File: src/hdl/logo_module_parser_core_defines.svh
// assertion helpers for the logo module parser
`ifndef LOGO_MODULE_PARSER_CORE_DEFINES_SVH
`define LOGO_MODULE_PARSER_CORE_DEFINES_SVH

// same-cycle implication, checked out of reset
`define LMP_ASSERT_NOW(lbl, ante, cons, msg) \
  lbl: assert property (@(posedge clk_i) disable iff (!rst_ni) (ante) |-> (cons)) \
    else $error(msg);

// next-cycle implication, checked out of reset
`define LMP_ASSERT_NEXT(lbl, ante, cons, msg) \
  lbl: assert property (@(posedge clk_i) disable iff (!rst_ni) (ante) |=> (cons)) \
    else $error(msg);

`endif

File: src/hdl/logo_mp_pkg.sv
package logo_mp_pkg;

  // fixed field widths
  localparam int unsigned ModSizeW = 20;

  // result kinds
  localparam logic [1:0] KindSvc  = 2'd0;
  localparam logic [1:0] KindHdr  = 2'd1;
  localparam logic [1:0] KindData = 2'd2;
  localparam logic [1:0] KindEnd  = 2'd3;

  // module end status codes
  localparam logic [1:0] StOk     = 2'd0;
  localparam logic [1:0] StReject = 2'd1;
  localparam logic [1:0] StTrunc  = 2'd2;

  // largest accepted logo type
  localparam logic [7:0] MaxLogoType = 8'h05;
  // smallest accepted module size
  localparam int unsigned MinModSize = 3;

  // result buffer
  localparam int unsigned FifoDepth = 4;
  localparam int unsigned FifoPtrW  = $clog2(FifoDepth);
  localparam int unsigned FifoCntW  = $clog2(FifoDepth + 1);

  typedef struct packed {
    logic [1:0]  kind;
    logic [2:0]  logo_type;
    logic [8:0]  logo_id;
    logic [15:0] network_id;
    logic [15:0] stream_id;
    logic [15:0] service_id;
    logic [7:0]  service_count;
    logic [15:0] data_size;
    logic        deliver;
    logic [7:0]  payload_byte;
    logic [1:0]  status;
  } res_t;

  // results of one byte: a first result and an optional trailing module end
  typedef struct packed {
    res_t       res;
    logic       two;
    logic [1:0] end_status;
  } pair_t;

endpackage

File: src/hdl/logo_mp_if.sv
// byte channel into the parser
interface logo_mp_in_if;
  logic                              valid;
  logic                              ready;
  logic [7:0]                        data_byte;
  logic                              first;
  logic [logo_mp_pkg::ModSizeW-1:0]  module_size;

  modport source (output valid, output data_byte, output first, output module_size,
                  input ready);
  modport sink (input valid, input data_byte, input first, input module_size,
                output ready);
endinterface

// result channel out of the parser
interface logo_mp_out_if;
  logic        valid;
  logic        ready;
  logic [1:0]  kind;
  logic [2:0]  logo_type;
  logic [8:0]  logo_id;
  logic [15:0] network_id;
  logic [15:0] stream_id;
  logic [15:0] service_id;
  logic [7:0]  service_count;
  logic [15:0] data_size;
  logic        deliver;
  logic [7:0]  payload_byte;
  logic [1:0]  status;
  logic        last;

  modport source (output valid, output kind, output logo_type, output logo_id,
                  output network_id, output stream_id, output service_id,
                  output service_count, output data_size, output deliver,
                  output payload_byte, output status, output last, input ready);
  modport sink (input valid, input kind, input logo_type, input logo_id,
                input network_id, input stream_id, input service_id,
                input service_count, input data_size, input deliver,
                input payload_byte, input status, input last, output ready);
endinterface

File: src/hdl/logo_module_parser_core.sv
// Logo data module parser.
// in_i carries one module byte per transaction with a first flag and the
// module size (sampled with the first byte). out_o carries the results:
// service records, an entry header with a deliver flag, delivered logo data
// bytes and one module end status; last marks the final result of a byte.
// A header byte, count or size byte, or an undelivered data byte may cause
// no result; a byte causes at most two.
// A byte is registered on accept, then parsed into a four-entry result
// buffer from which its results leave on out_o.
// Throughput: one byte per cycle while the result buffer has room. The
// parse step is combinational compare and counter logic; the two results
// of a byte that yields two are sent in turn from one buffer entry.
// Reset: the parser goes idle and ignores bytes until one with first set.
// A stalled receiver fills the result buffer; when it has no room, the
// parse stage holds its byte and in_i.ready stays low while that byte waits
// (an empty input register still takes one byte before ready drops).
`include "logo_module_parser_core_defines.svh"

module logo_module_parser_core #(
  parameter int unsigned SIZE_BITS = 20
) (
  input  logic                 clk_i,
  input  logic                 rst_ni,
  logo_mp_in_if.sink           in_i,
  logo_mp_out_if.source        out_o
);

  logic                                 in_vld_q;
  logic [7:0]                           in_data_q;
  logic                                 in_first_q;
  logic [logo_mp_pkg::ModSizeW-1:0]     in_size_q;
  logic                                 in_fire;
  logic                                 step_fire;
  logic                                 pair_vld;
  logo_mp_pkg::pair_t                   pair;

  logo_mp_pkg::pair_t                   fifo_q [logo_mp_pkg::FifoDepth];
  logic [logo_mp_pkg::FifoPtrW-1:0]     wr_q;
  logic [logo_mp_pkg::FifoPtrW-1:0]     rd_q;
  logic [logo_mp_pkg::FifoCntW-1:0]     cnt_q;
  logic                                 sub_q;
  logo_mp_pkg::pair_t                   head;
  logic                                 out_fire;
  logic                                 pop;

  // input register
  assign in_fire   = in_i.valid && in_i.ready;
  assign step_fire = in_vld_q &&
                     (cnt_q < logo_mp_pkg::FifoCntW'(logo_mp_pkg::FifoDepth));
  assign in_i.ready = !in_vld_q || step_fire;

  always_ff @(posedge clk_i or negedge rst_ni) begin
    if (!rst_ni) begin
      in_vld_q <= 1'b0;
    end else if (in_fire) begin
      in_vld_q <= 1'b1;
    end else if (step_fire) begin
      in_vld_q <= 1'b0;
    end
  end

  always_ff @(posedge clk_i) begin
    if (in_fire) begin
      in_data_q  <= in_i.data_byte;
      in_first_q <= in_i.first;
      in_size_q  <= in_i.module_size;
    end
  end

  // parse step
  logo_mp_step #(
    .SIZE_BITS (SIZE_BITS)
  ) u_step (
    .clk_i         (clk_i),
    .rst_ni        (rst_ni),
    .fire_i        (step_fire),
    .data_byte_i   (in_data_q),
    .first_i       (in_first_q),
    .module_size_i (in_size_q),
    .pair_vld_o    (pair_vld),
    .pair_o        (pair)
  );

  // result buffer, one entry per byte that yields results
  assign head     = fifo_q[rd_q];
  assign out_fire = out_o.valid && out_o.ready;
  assign pop      = out_fire && (sub_q || !head.two);

  always_ff @(posedge clk_i) begin
    if (pair_vld) begin
      fifo_q[wr_q] <= pair;
    end
  end

  always_ff @(posedge clk_i or negedge rst_ni) begin
    if (!rst_ni) begin
      wr_q  <= '0;
      rd_q  <= '0;
      cnt_q <= '0;
      sub_q <= 1'b0;
    end else begin
      if (pair_vld) begin
        wr_q <= wr_q + logo_mp_pkg::FifoPtrW'(1);
      end
      if (pop) begin
        rd_q <= rd_q + logo_mp_pkg::FifoPtrW'(1);
      end
      if (pair_vld && !pop) begin
        cnt_q <= cnt_q + logo_mp_pkg::FifoCntW'(1);
      end else if (!pair_vld && pop) begin
        cnt_q <= cnt_q - logo_mp_pkg::FifoCntW'(1);
      end
      if (out_fire) begin
        sub_q <= !pop;
      end
    end
  end

  // output fields; the second result of a byte is always a module end
  assign out_o.valid         = (cnt_q != '0);
  assign out_o.kind          = sub_q ? logo_mp_pkg::KindEnd : head.res.kind;
  assign out_o.logo_type     = sub_q ? 3'd0  : head.res.logo_type;
  assign out_o.logo_id       = sub_q ? 9'd0  : head.res.logo_id;
  assign out_o.network_id    = sub_q ? 16'd0 : head.res.network_id;
  assign out_o.stream_id     = sub_q ? 16'd0 : head.res.stream_id;
  assign out_o.service_id    = sub_q ? 16'd0 : head.res.service_id;
  assign out_o.service_count = sub_q ? 8'd0  : head.res.service_count;
  assign out_o.data_size     = sub_q ? 16'd0 : head.res.data_size;
  assign out_o.deliver       = sub_q ? 1'b0  : head.res.deliver;
  assign out_o.payload_byte  = sub_q ? 8'd0  : head.res.payload_byte;
  assign out_o.status        = sub_q ? head.end_status : head.res.status;
  assign out_o.last          = sub_q || !head.two;

  // checks
  `LMP_ASSERT_NOW(a_no_overflow, pair_vld, cnt_q < logo_mp_pkg::FifoCntW'(logo_mp_pkg::FifoDepth), "result buffer overflow")
  `LMP_ASSERT_NOW(a_second_is_end, out_o.valid && sub_q, head.two, "second result without pair")
  `LMP_ASSERT_NEXT(a_pair_continues, out_fire && !sub_q && head.two, sub_q && out_o.valid, "module end dropped after first result")
  `LMP_ASSERT_NEXT(a_accept_loads, in_fire, in_vld_q, "accepted byte not held for parsing")

endmodule

File: src/hdl/logo_mp_step.sv
module logo_mp_step #(
  parameter int unsigned SIZE_BITS = 20
) (
  input  logic                             clk_i,
  input  logic                             rst_ni,
  input  logic                             fire_i,
  input  logic [7:0]                       data_byte_i,
  input  logic                             first_i,
  input  logic [logo_mp_pkg::ModSizeW-1:0] module_size_i,
  output logic                             pair_vld_o,
  output logo_mp_pkg::pair_t               pair_o
);

  localparam int unsigned PW = SIZE_BITS + 1;
  localparam int unsigned SW = SIZE_BITS + 3;

  localparam logic [2:0] PhIdle  = 3'd0;
  localparam logic [2:0] PhCount = 3'd1;
  localparam logic [2:0] PhEntry = 3'd2;
  localparam logic [2:0] PhSvc   = 3'd3;
  localparam logic [2:0] PhDsize = 3'd4;
  localparam logic [2:0] PhData  = 3'd5;
  localparam logic [2:0] PhDone  = 3'd6;

  logic [2:0]           phase_q, phase_d;
  logic [PW-1:0]        pos_q, pos_d;
  logic [SIZE_BITS-1:0] size_q, size_d;
  logic [15:0]          entries_q, entries_d;
  logic [2:0]           type_q, type_d;
  logic [8:0]           id_q, id_d;
  logic [7:0]           svc_total_q, svc_total_d;
  logic [7:0]           svc_left_q, svc_left_d;
  logic [39:0]          shift_q, shift_d;
  logic [2:0]           bif_q, bif_d;
  logic [15:0]          bytes_left_q, bytes_left_d;
  logic                 delivering_q, delivering_d;

  logic [PW-1:0]        pos_inc;
  logic [SIZE_BITS-1:0] size_in;
  logic [47:0]          svc_word;
  logic [15:0]          half_word;
  logic [10:0]          six_b;
  logic [7:0]           svc_left_dec;
  logic [15:0]          bytes_left_dec;
  logic                 emit_r0;
  logic                 end_flag;
  logic [1:0]           end_st;
  logic                 do_start;
  logic [15:0]          ent;
  logo_mp_pkg::res_t    r0;
  logo_mp_pkg::res_t    end_res;

  // datapath helpers for the current byte
  assign pos_inc        = pos_q + PW'(1);
  assign size_in        = SIZE_BITS'(module_size_i);
  assign svc_word       = {shift_q, data_byte_i};
  assign half_word      = {shift_q[7:0], data_byte_i};
  assign six_b          = 11'({data_byte_i, 2'b00}) + 11'({data_byte_i, 1'b0});
  assign svc_left_dec   = svc_left_q - 8'd1;
  assign bytes_left_dec = bytes_left_q - 16'd1;

  // one parse step per accepted byte
  always_comb begin
    phase_d      = phase_q;
    pos_d        = pos_q;
    size_d       = size_q;
    entries_d    = entries_q;
    type_d       = type_q;
    id_d         = id_q;
    svc_total_d  = svc_total_q;
    svc_left_d   = svc_left_q;
    shift_d      = shift_q;
    bif_d        = bif_q;
    bytes_left_d = bytes_left_q;
    delivering_d = delivering_q;
    emit_r0      = 1'b0;
    end_flag     = 1'b0;
    end_st       = logo_mp_pkg::StOk;
    do_start     = 1'b0;
    ent          = entries_q;
    r0           = '0;

    if (fire_i) begin
      if (first_i) begin
        // new module: sample size, check header
        size_d       = size_in;
        pos_d        = PW'(1);
        entries_d    = '0;
        id_d         = '0;
        shift_d      = '0;
        bif_d        = '0;
        bytes_left_d = '0;
        delivering_d = 1'b0;
        svc_total_d  = '0;
        svc_left_d   = '0;
        if ((size_in < SIZE_BITS'(logo_mp_pkg::MinModSize)) ||
            (data_byte_i > logo_mp_pkg::MaxLogoType)) begin
          type_d   = '0;
          end_flag = 1'b1;
          end_st   = logo_mp_pkg::StReject;
        end else begin
          type_d  = data_byte_i[2:0];
          phase_d = PhCount;
        end
      end else if (phase_q != PhIdle && phase_q != PhDone) begin
        pos_d = pos_inc;
        case (phase_q)
          PhCount: begin
            shift_d = 40'(half_word);
            bif_d   = bif_q + 3'd1;
            if (bif_q >= 3'd1) begin
              entries_d = half_word;
              ent       = half_word;
              do_start  = 1'b1;
            end
          end
          PhEntry: begin
            if (bif_q == 3'd0) begin
              id_d  = {data_byte_i[0], 8'h00};
              bif_d = 3'd1;
            end else if (bif_q == 3'd1) begin
              id_d  = {id_q[8], data_byte_i};
              bif_d = 3'd2;
            end else begin
              bif_d   = '0;
              shift_d = '0;
              // services plus data size must fit in the module
              if (SW'(pos_inc) + SW'(six_b) + SW'(2) >= SW'(size_q)) begin
                end_flag = 1'b1;
                end_st   = logo_mp_pkg::StTrunc;
              end else begin
                svc_total_d = data_byte_i;
                svc_left_d  = data_byte_i;
                phase_d     = (data_byte_i != 8'd0) ? PhSvc : PhDsize;
              end
            end
          end
          PhSvc: begin
            if (bif_q >= 3'd5) begin
              emit_r0         = 1'b1;
              r0.kind         = logo_mp_pkg::KindSvc;
              r0.logo_type    = type_q;
              r0.logo_id      = id_q;
              r0.network_id   = svc_word[47:32];
              r0.stream_id    = svc_word[31:16];
              r0.service_id   = svc_word[15:0];
              bif_d           = '0;
              shift_d         = '0;
              svc_left_d      = svc_left_dec;
              if (svc_left_dec == 8'd0) begin
                phase_d = PhDsize;
              end
            end else begin
              shift_d = svc_word[39:0];
              bif_d   = bif_q + 3'd1;
            end
          end
          PhDsize: begin
            shift_d = 40'(half_word);
            bif_d   = bif_q + 3'd1;
            if (bif_q >= 3'd1) begin
              bif_d   = '0;
              shift_d = '0;
              if (SW'(pos_inc) + SW'(half_word) > SW'(size_q)) begin
                end_flag = 1'b1;
                end_st   = logo_mp_pkg::StTrunc;
              end else begin
                emit_r0          = 1'b1;
                delivering_d     = (svc_total_q != 8'd0) && (half_word != 16'd0);
                r0.kind          = logo_mp_pkg::KindHdr;
                r0.logo_type     = type_q;
                r0.logo_id       = id_q;
                r0.service_count = svc_total_q;
                r0.data_size     = half_word;
                r0.deliver       = (svc_total_q != 8'd0) && (half_word != 16'd0);
                bytes_left_d     = half_word;
                if (half_word != 16'd0) begin
                  phase_d = PhData;
                end else begin
                  do_start = 1'b1;
                end
              end
            end
          end
          PhData: begin
            if (delivering_q) begin
              emit_r0         = 1'b1;
              r0.kind         = logo_mp_pkg::KindData;
              r0.logo_type    = type_q;
              r0.logo_id      = id_q;
              r0.payload_byte = data_byte_i;
            end
            bytes_left_d = bytes_left_dec;
            if (bytes_left_dec == 16'd0) begin
              do_start = 1'b1;
            end
          end
          default: begin
          end
        endcase
      end

      // next entry or end of the entry loop
      if (do_start) begin
        if (ent == 16'd0) begin
          end_flag = 1'b1;
          end_st   = logo_mp_pkg::StOk;
        end else if (SW'(pos_d) + SW'(3) >= SW'(size_q)) begin
          end_flag = 1'b1;
          end_st   = logo_mp_pkg::StTrunc;
        end else begin
          entries_d = ent - 16'd1;
          phase_d   = PhEntry;
          bif_d     = '0;
          shift_d   = '0;
        end
      end

      if (end_flag) begin
        phase_d = PhDone;
      end
    end
  end

  // pack the results of this byte
  always_comb begin
    end_res        = '0;
    end_res.kind   = logo_mp_pkg::KindEnd;
    end_res.status = end_st;
  end

  assign pair_vld_o        = fire_i && (emit_r0 || end_flag);
  assign pair_o.res        = emit_r0 ? r0 : end_res;
  assign pair_o.two        = emit_r0 && end_flag;
  assign pair_o.end_status = end_st;

  // parse state
  always_ff @(posedge clk_i or negedge rst_ni) begin
    if (!rst_ni) begin
      phase_q      <= PhIdle;
      pos_q        <= '0;
      size_q       <= '0;
      entries_q    <= '0;
      type_q       <= '0;
      id_q         <= '0;
      svc_total_q  <= '0;
      svc_left_q   <= '0;
      shift_q      <= '0;
      bif_q        <= '0;
      bytes_left_q <= '0;
      delivering_q <= 1'b0;
    end else begin
      phase_q      <= phase_d;
      pos_q        <= pos_d;
      size_q       <= size_d;
      entries_q    <= entries_d;
      type_q       <= type_d;
      id_q         <= id_d;
      svc_total_q  <= svc_total_d;
      svc_left_q   <= svc_left_d;
      shift_q      <= shift_d;
      bif_q        <= bif_d;
      bytes_left_q <= bytes_left_d;
      delivering_q <= delivering_d;
    end
  end

endmodule
File: src/flat_wrapper.sv
// flat-port wrapper written by rule: the top's interface ports become plain ports
module logo_module_parser_core_flat 
#(
  parameter int unsigned SIZE_BITS = 20
)
  (clk_i, rst_ni, in_i_valid, in_i_data_byte, in_i_first, in_i_module_size, in_i_ready, out_o_valid, out_o_kind, out_o_logo_type, out_o_logo_id, out_o_network_id, out_o_stream_id, out_o_service_id, out_o_service_count, out_o_data_size, out_o_deliver, out_o_payload_byte, out_o_status, out_o_last, out_o_ready);
  logo_mp_in_if in_i_i ();
  logo_mp_out_if out_o_i ();
  input  logic clk_i;
  input  logic rst_ni;
  input wire logic [$bits(in_i_i.valid)-1:0] in_i_valid;
  input wire logic [$bits(in_i_i.data_byte)-1:0] in_i_data_byte;
  input wire logic [$bits(in_i_i.first)-1:0] in_i_first;
  input wire logic [$bits(in_i_i.module_size)-1:0] in_i_module_size;
  output wire logic [$bits(in_i_i.ready)-1:0] in_i_ready;
  output wire logic [$bits(out_o_i.valid)-1:0] out_o_valid;
  output wire logic [$bits(out_o_i.kind)-1:0] out_o_kind;
  output wire logic [$bits(out_o_i.logo_type)-1:0] out_o_logo_type;
  output wire logic [$bits(out_o_i.logo_id)-1:0] out_o_logo_id;
  output wire logic [$bits(out_o_i.network_id)-1:0] out_o_network_id;
  output wire logic [$bits(out_o_i.stream_id)-1:0] out_o_stream_id;
  output wire logic [$bits(out_o_i.service_id)-1:0] out_o_service_id;
  output wire logic [$bits(out_o_i.service_count)-1:0] out_o_service_count;
  output wire logic [$bits(out_o_i.data_size)-1:0] out_o_data_size;
  output wire logic [$bits(out_o_i.deliver)-1:0] out_o_deliver;
  output wire logic [$bits(out_o_i.payload_byte)-1:0] out_o_payload_byte;
  output wire logic [$bits(out_o_i.status)-1:0] out_o_status;
  output wire logic [$bits(out_o_i.last)-1:0] out_o_last;
  input wire logic [$bits(out_o_i.ready)-1:0] out_o_ready;
  assign in_i_i.valid = in_i_valid;
  assign in_i_i.data_byte = in_i_data_byte;
  assign in_i_i.first = in_i_first;
  assign in_i_i.module_size = in_i_module_size;
  assign in_i_ready = in_i_i.ready;
  assign out_o_valid = out_o_i.valid;
  assign out_o_kind = out_o_i.kind;
  assign out_o_logo_type = out_o_i.logo_type;
  assign out_o_logo_id = out_o_i.logo_id;
  assign out_o_network_id = out_o_i.network_id;
  assign out_o_stream_id = out_o_i.stream_id;
  assign out_o_service_id = out_o_i.service_id;
  assign out_o_service_count = out_o_i.service_count;
  assign out_o_data_size = out_o_i.data_size;
  assign out_o_deliver = out_o_i.deliver;
  assign out_o_payload_byte = out_o_i.payload_byte;
  assign out_o_status = out_o_i.status;
  assign out_o_last = out_o_i.last;
  assign out_o_i.ready = out_o_ready;
  logo_module_parser_core #(.SIZE_BITS(SIZE_BITS)) u_core (.clk_i(clk_i), .rst_ni(rst_ni), .in_i(in_i_i), .out_o(out_o_i));
endmodule
File: config.mk
export PLATFORM = sky130hd
export DESIGN_NAME = logo_module_parser_core_flat
export DESIGN_NICKNAME = d
export VERILOG_FILES = /design/src/hdl/logo_mp_pkg.sv /design/src/hdl/logo_mp_if.sv /design/src/hdl/logo_module_parser_core.sv /design/src/hdl/logo_mp_step.sv /design/src/flat_wrapper.sv
export VERILOG_INCLUDE_DIRS = /design/src /design/src/hdl
export SDC_FILE = /design/constraint.sdc
export NUM_CORES = 1
export LEC_CHECK = 0
export BUFFER_PORTS_ARGS = -buffer_cell sky130_fd_sc_hd__clkbuf_2
export CORE_MARGIN = 1.5
export CORE_UTILIZATION = 58
export CTS_BUF_LIST = sky130_fd_sc_hd__clkbuf_2 sky130_fd_sc_hd__clkbuf_4 sky130_fd_sc_hd__clkbuf_8
export CTS_CLUSTER_SIZE = 28
export DETAILED_ROUTE_END_ITERATION = 12
export GPL_ROUTABILITY_DRIVEN = 1
export PLACE_DENSITY = 0.79
export REMOVE_ABC_BUFFERS = 1
export SYNTH_ARGS = -nofsm -noshare
export SYNTH_HDL_FRONTEND = slang
export SYNTH_HIERARCHICAL = 1
export SYNTH_SLANG_ARGS = --single-unit
File: constraint.sdc
create_clock -name clk_i -period 10.7 [get_ports clk_i]
set_input_delay 1.07 -clock clk_i [delete_from_list [all_inputs] [get_ports clk_i]]
set_output_delay 1.07 -clock clk_i [all_outputs]
set_load 0.05 [all_outputs]
==> metrics.csv <==
metric;value;unit
Clk pwr share;22.1;%
Tcrit/Tclk final;79.4;%
register area share after synthesis;56.1;%
crit path DAT;8.83;ns
sw frac;42.0;%
CTS Root Cell;clkbuf_8;
CTS max path bufs;3;
dpl cell area;31200;um^2
critical path depth;25;
fin cells;3251;
Die Ht;230;um
cts bufs inserted;90;
synthesized flop and latch total;586;
WS Path Type;reg -> reg;
buffers plus inverters on the worst setup path;2;
Comb pwr share;43.3;%
status;finished clean;
crit path time final;8.50;ns
Worst IR Drop VDD;178;uV
initial antenna violation count;1;
FP Rows;83;
placed insts;3081;
global placer's final weighted congestion;1.02;
global-route wire length before repair;117000;um
Cell Area, Synth;30000;um^2
residual DRC count;0;
Max-cap violations;0;
Max-Slew Margin vs Limit;11.0;%
CP top delay family;simple AND/OR/NAND/NOR gates;
top cell type's share of synthesized area;43.0;%
DR iter-0 viols;1961;
GR Overflow Total;0;
final hold slack;0.414;ns
I/O pin count;133;
Lkg Pwr;12.9;nW
Ys Warns;6;
Synth cell types;89;
gr usage total;28.6;%
vias post-DR;20700;
I/O Buffers;132;
Synth area leaders;edfxtp_1 43%, dfrtp_1 13%, mux4_2 7.5%;
Slew Viols, Final;0;
hpwl dp;50000;um
Reg2Reg Setup Slack;2.20;ns
power density cells;269;nW/um^2
Worst Hold Class;in -> async;
RSZ-0062 raised after global routing;no;
routed wire length;74900;um
Largest stage delay, worst path;0.73;ns
Final ANT Viol Nets;0;
NetSw;0.00374;W
Post-synth EDFFs;429;
drt wl/cell;23.0;um
fin area;33100;um^2
post-synthesis async set-or-reset flop share;26.8;%
Crit Reg-Reg Endpoint;u_core/fifo_q[0][26]$_DFFE_PP_;
CTS tree;done;
clk_skew;0.0456;ns
drt pass-1 iters;6;
Worst-Margin Slew;1.33;ns
Worst-Skew Late Latency;0.70;ns
Synth Flop Type;edfxtp_1;
Final Hold Vio Count;0;
Slowest-stage cell, CP;and2_4;
pin count of the biggest net entering global routing;91;
Fin Setup TNS;0;ns
endpoints failing setup;0;
Die W;230;um
area occupied by registers;16800;um^2
Post-CTS Setup Bufs;0;
Sequential Power Share;34.6;%
Data required, critical path;11.03;ns
cts hold-fix bufs;0;
share of post-route cells with drive strength above 1;19.1;%
detailed-route vias per instance;6.37;
P_int;0.00517;W
vias in the first global route;20900;
Crit Path Max Fanout;52;
Initial Util;58.5;%
H-tree level count;3;
# fillers;3690;
multi-input logic area;12200;um^2
Synth top cells by count;429 x edfxtp_1, 177 x and2_1, 157 x dfrtp_1;
Fmax;0.118;GHz
RR Startpoint;u_core/u_step/pos_q[0]$_DFFE_PN0P_;
Layout Nets;2647;
most common cell in the netlist;edfxtp_1;
CORE AREA;51200;um^2
Critical Path Sink Type;flip-flop;
post_cts resized;0;
Avg Cell Area, Syn;12.6;um^2
Clock transition at path regs;0.06;ns
Sink Count;586;
Layout area overhead;10.6;%
crit path launch type;flip-flop;
r2r worst-path depth;25;
Cells after Synth;2369;
Die ar.;53000;um^2
cell taking the most area after synthesis;edfxtp_1;
Critical Path Most Common Cell;ha_1;
==> cell type report <==
cell class              count  share of cell area (%)
well taps                 680                    2.57
diodes                      1                 0.00755
repair buffers            169                    3.00
clock inverters            26                   0.706
flip-flops and latches    586                    50.8
inverters                  84                   0.952
clock buffers             143                    5.17
multi-input cells        1562                    36.8
==> power groups by stage <==
stage               sequential [W]  clock [W]  combinational (W)
finish                     0.00308    0.00197            0.00386
global route               0.00312    0.00210            0.00415
CTS                        0.00308    0.00200            0.00385
detailed placement         0.00312          0            0.00383
global placement           0.00310          0            0.00376
floorplan                  0.00313          0            0.00280
==> routing by layer <==
layer	up-vias	share of wire, %	global-route usage, %
met5	-	0	0
met4	0	4.4	13.7
met3	210	7.7	5.27
met2	971	48	46.4
met1	10300	40	37.5
li1	9244	-	-
==> layout by cell type (no fill, tap or decap), drive strengths merged, types with 29 or more instances in the layout <==
cell type	Yosys	layout
mux2	30	30
nand3	53	53
nor4	35	35
mux4	100	100
xnor2	66	66
a22o	43	43
dfrtp	157	157
nor2	155	155
o31ai	29	29
nor3	53	53
and2	178	178
inv	83	88
a21oi	94	94
o21ai	107	107
ha	111	111
nand2	140	140
edfxtp	429	429
buf	46	38
clkbuf	91	274
==> worst max-delay path by stage <==
stage | end | start
2_1_floorplan | u_core/fifo_q[0][0]$_DFFE_PP_ | u_core/in_first_q$_DFFE_PP_
3_3_place_gp | u_core/fifo_q[2][29]$_DFFE_PP_ | u_core/u_step/pos_q[0]$_DFFE_PN0P_
3_5_place_dp | u_core/fifo_q[0][27]$_DFFE_PP_ | u_core/u_step/pos_q[0]$_DFFE_PN0P_
4_1_cts | u_core/fifo_q[2][50]$_DFFE_PP_ | u_core/u_step/pos_q[0]$_DFFE_PN0P_
5_1_grt | u_core/fifo_q[2][50]$_DFFE_PP_ | u_core/u_step/pos_q[0]$_DFFE_PN0P_
6_report | u_core/fifo_q[0][26]$_DFFE_PP_ | u_core/u_step/pos_q[0]$_DFFE_PN0P_
==> kinds of logic (layout without fill, tap and decap cells) <==
group	Yosys count	in the layout	synth area share [%]
simple gates	744	744	13.1
mux	144	144	9.13
buf+inv	221	422	3.23
compound gates	461	461	10.4
flops	586	586	56.1
fa+ha+maj	122	122	5.34
xor+xnor	91	91	2.66
other cells	0	1	0
==> state kept, by name, summed over array words and instances, names as in the netlist, 8 cells and up <==
signal,count
u_core/fifo_q,400
u_core/u_step/shift_q,40
u_core/u_step/pos_q,21
u_core/in_size_q,20
u_core/u_step/size_q,20
u_core/u_step/bytes_left_q,16
u_core/u_step/entries_q,16
u_core/u_step/id_q,9
u_core/in_data_q,8
u_core/u_step/svc_left_q,8
u_core/u_step/svc_total_q,8
==> metrics by stage <==
step / power, W / setup slack, ns / utilization (%)
final: 0.00890 / 2.20 / 64.7
after global routing: 0.00938 / 1.57 / 64.7
after CTS: 0.00894 / 2.27 / 64.7
after detailed placement: 0.00695 / 2.36 / 60.9
after global placement: 0.00686 / 2.66 / 60.9
after floorplan: 0.00593 / 1.95 / -
Note: power is estimated with default switching activity, not from simulation.
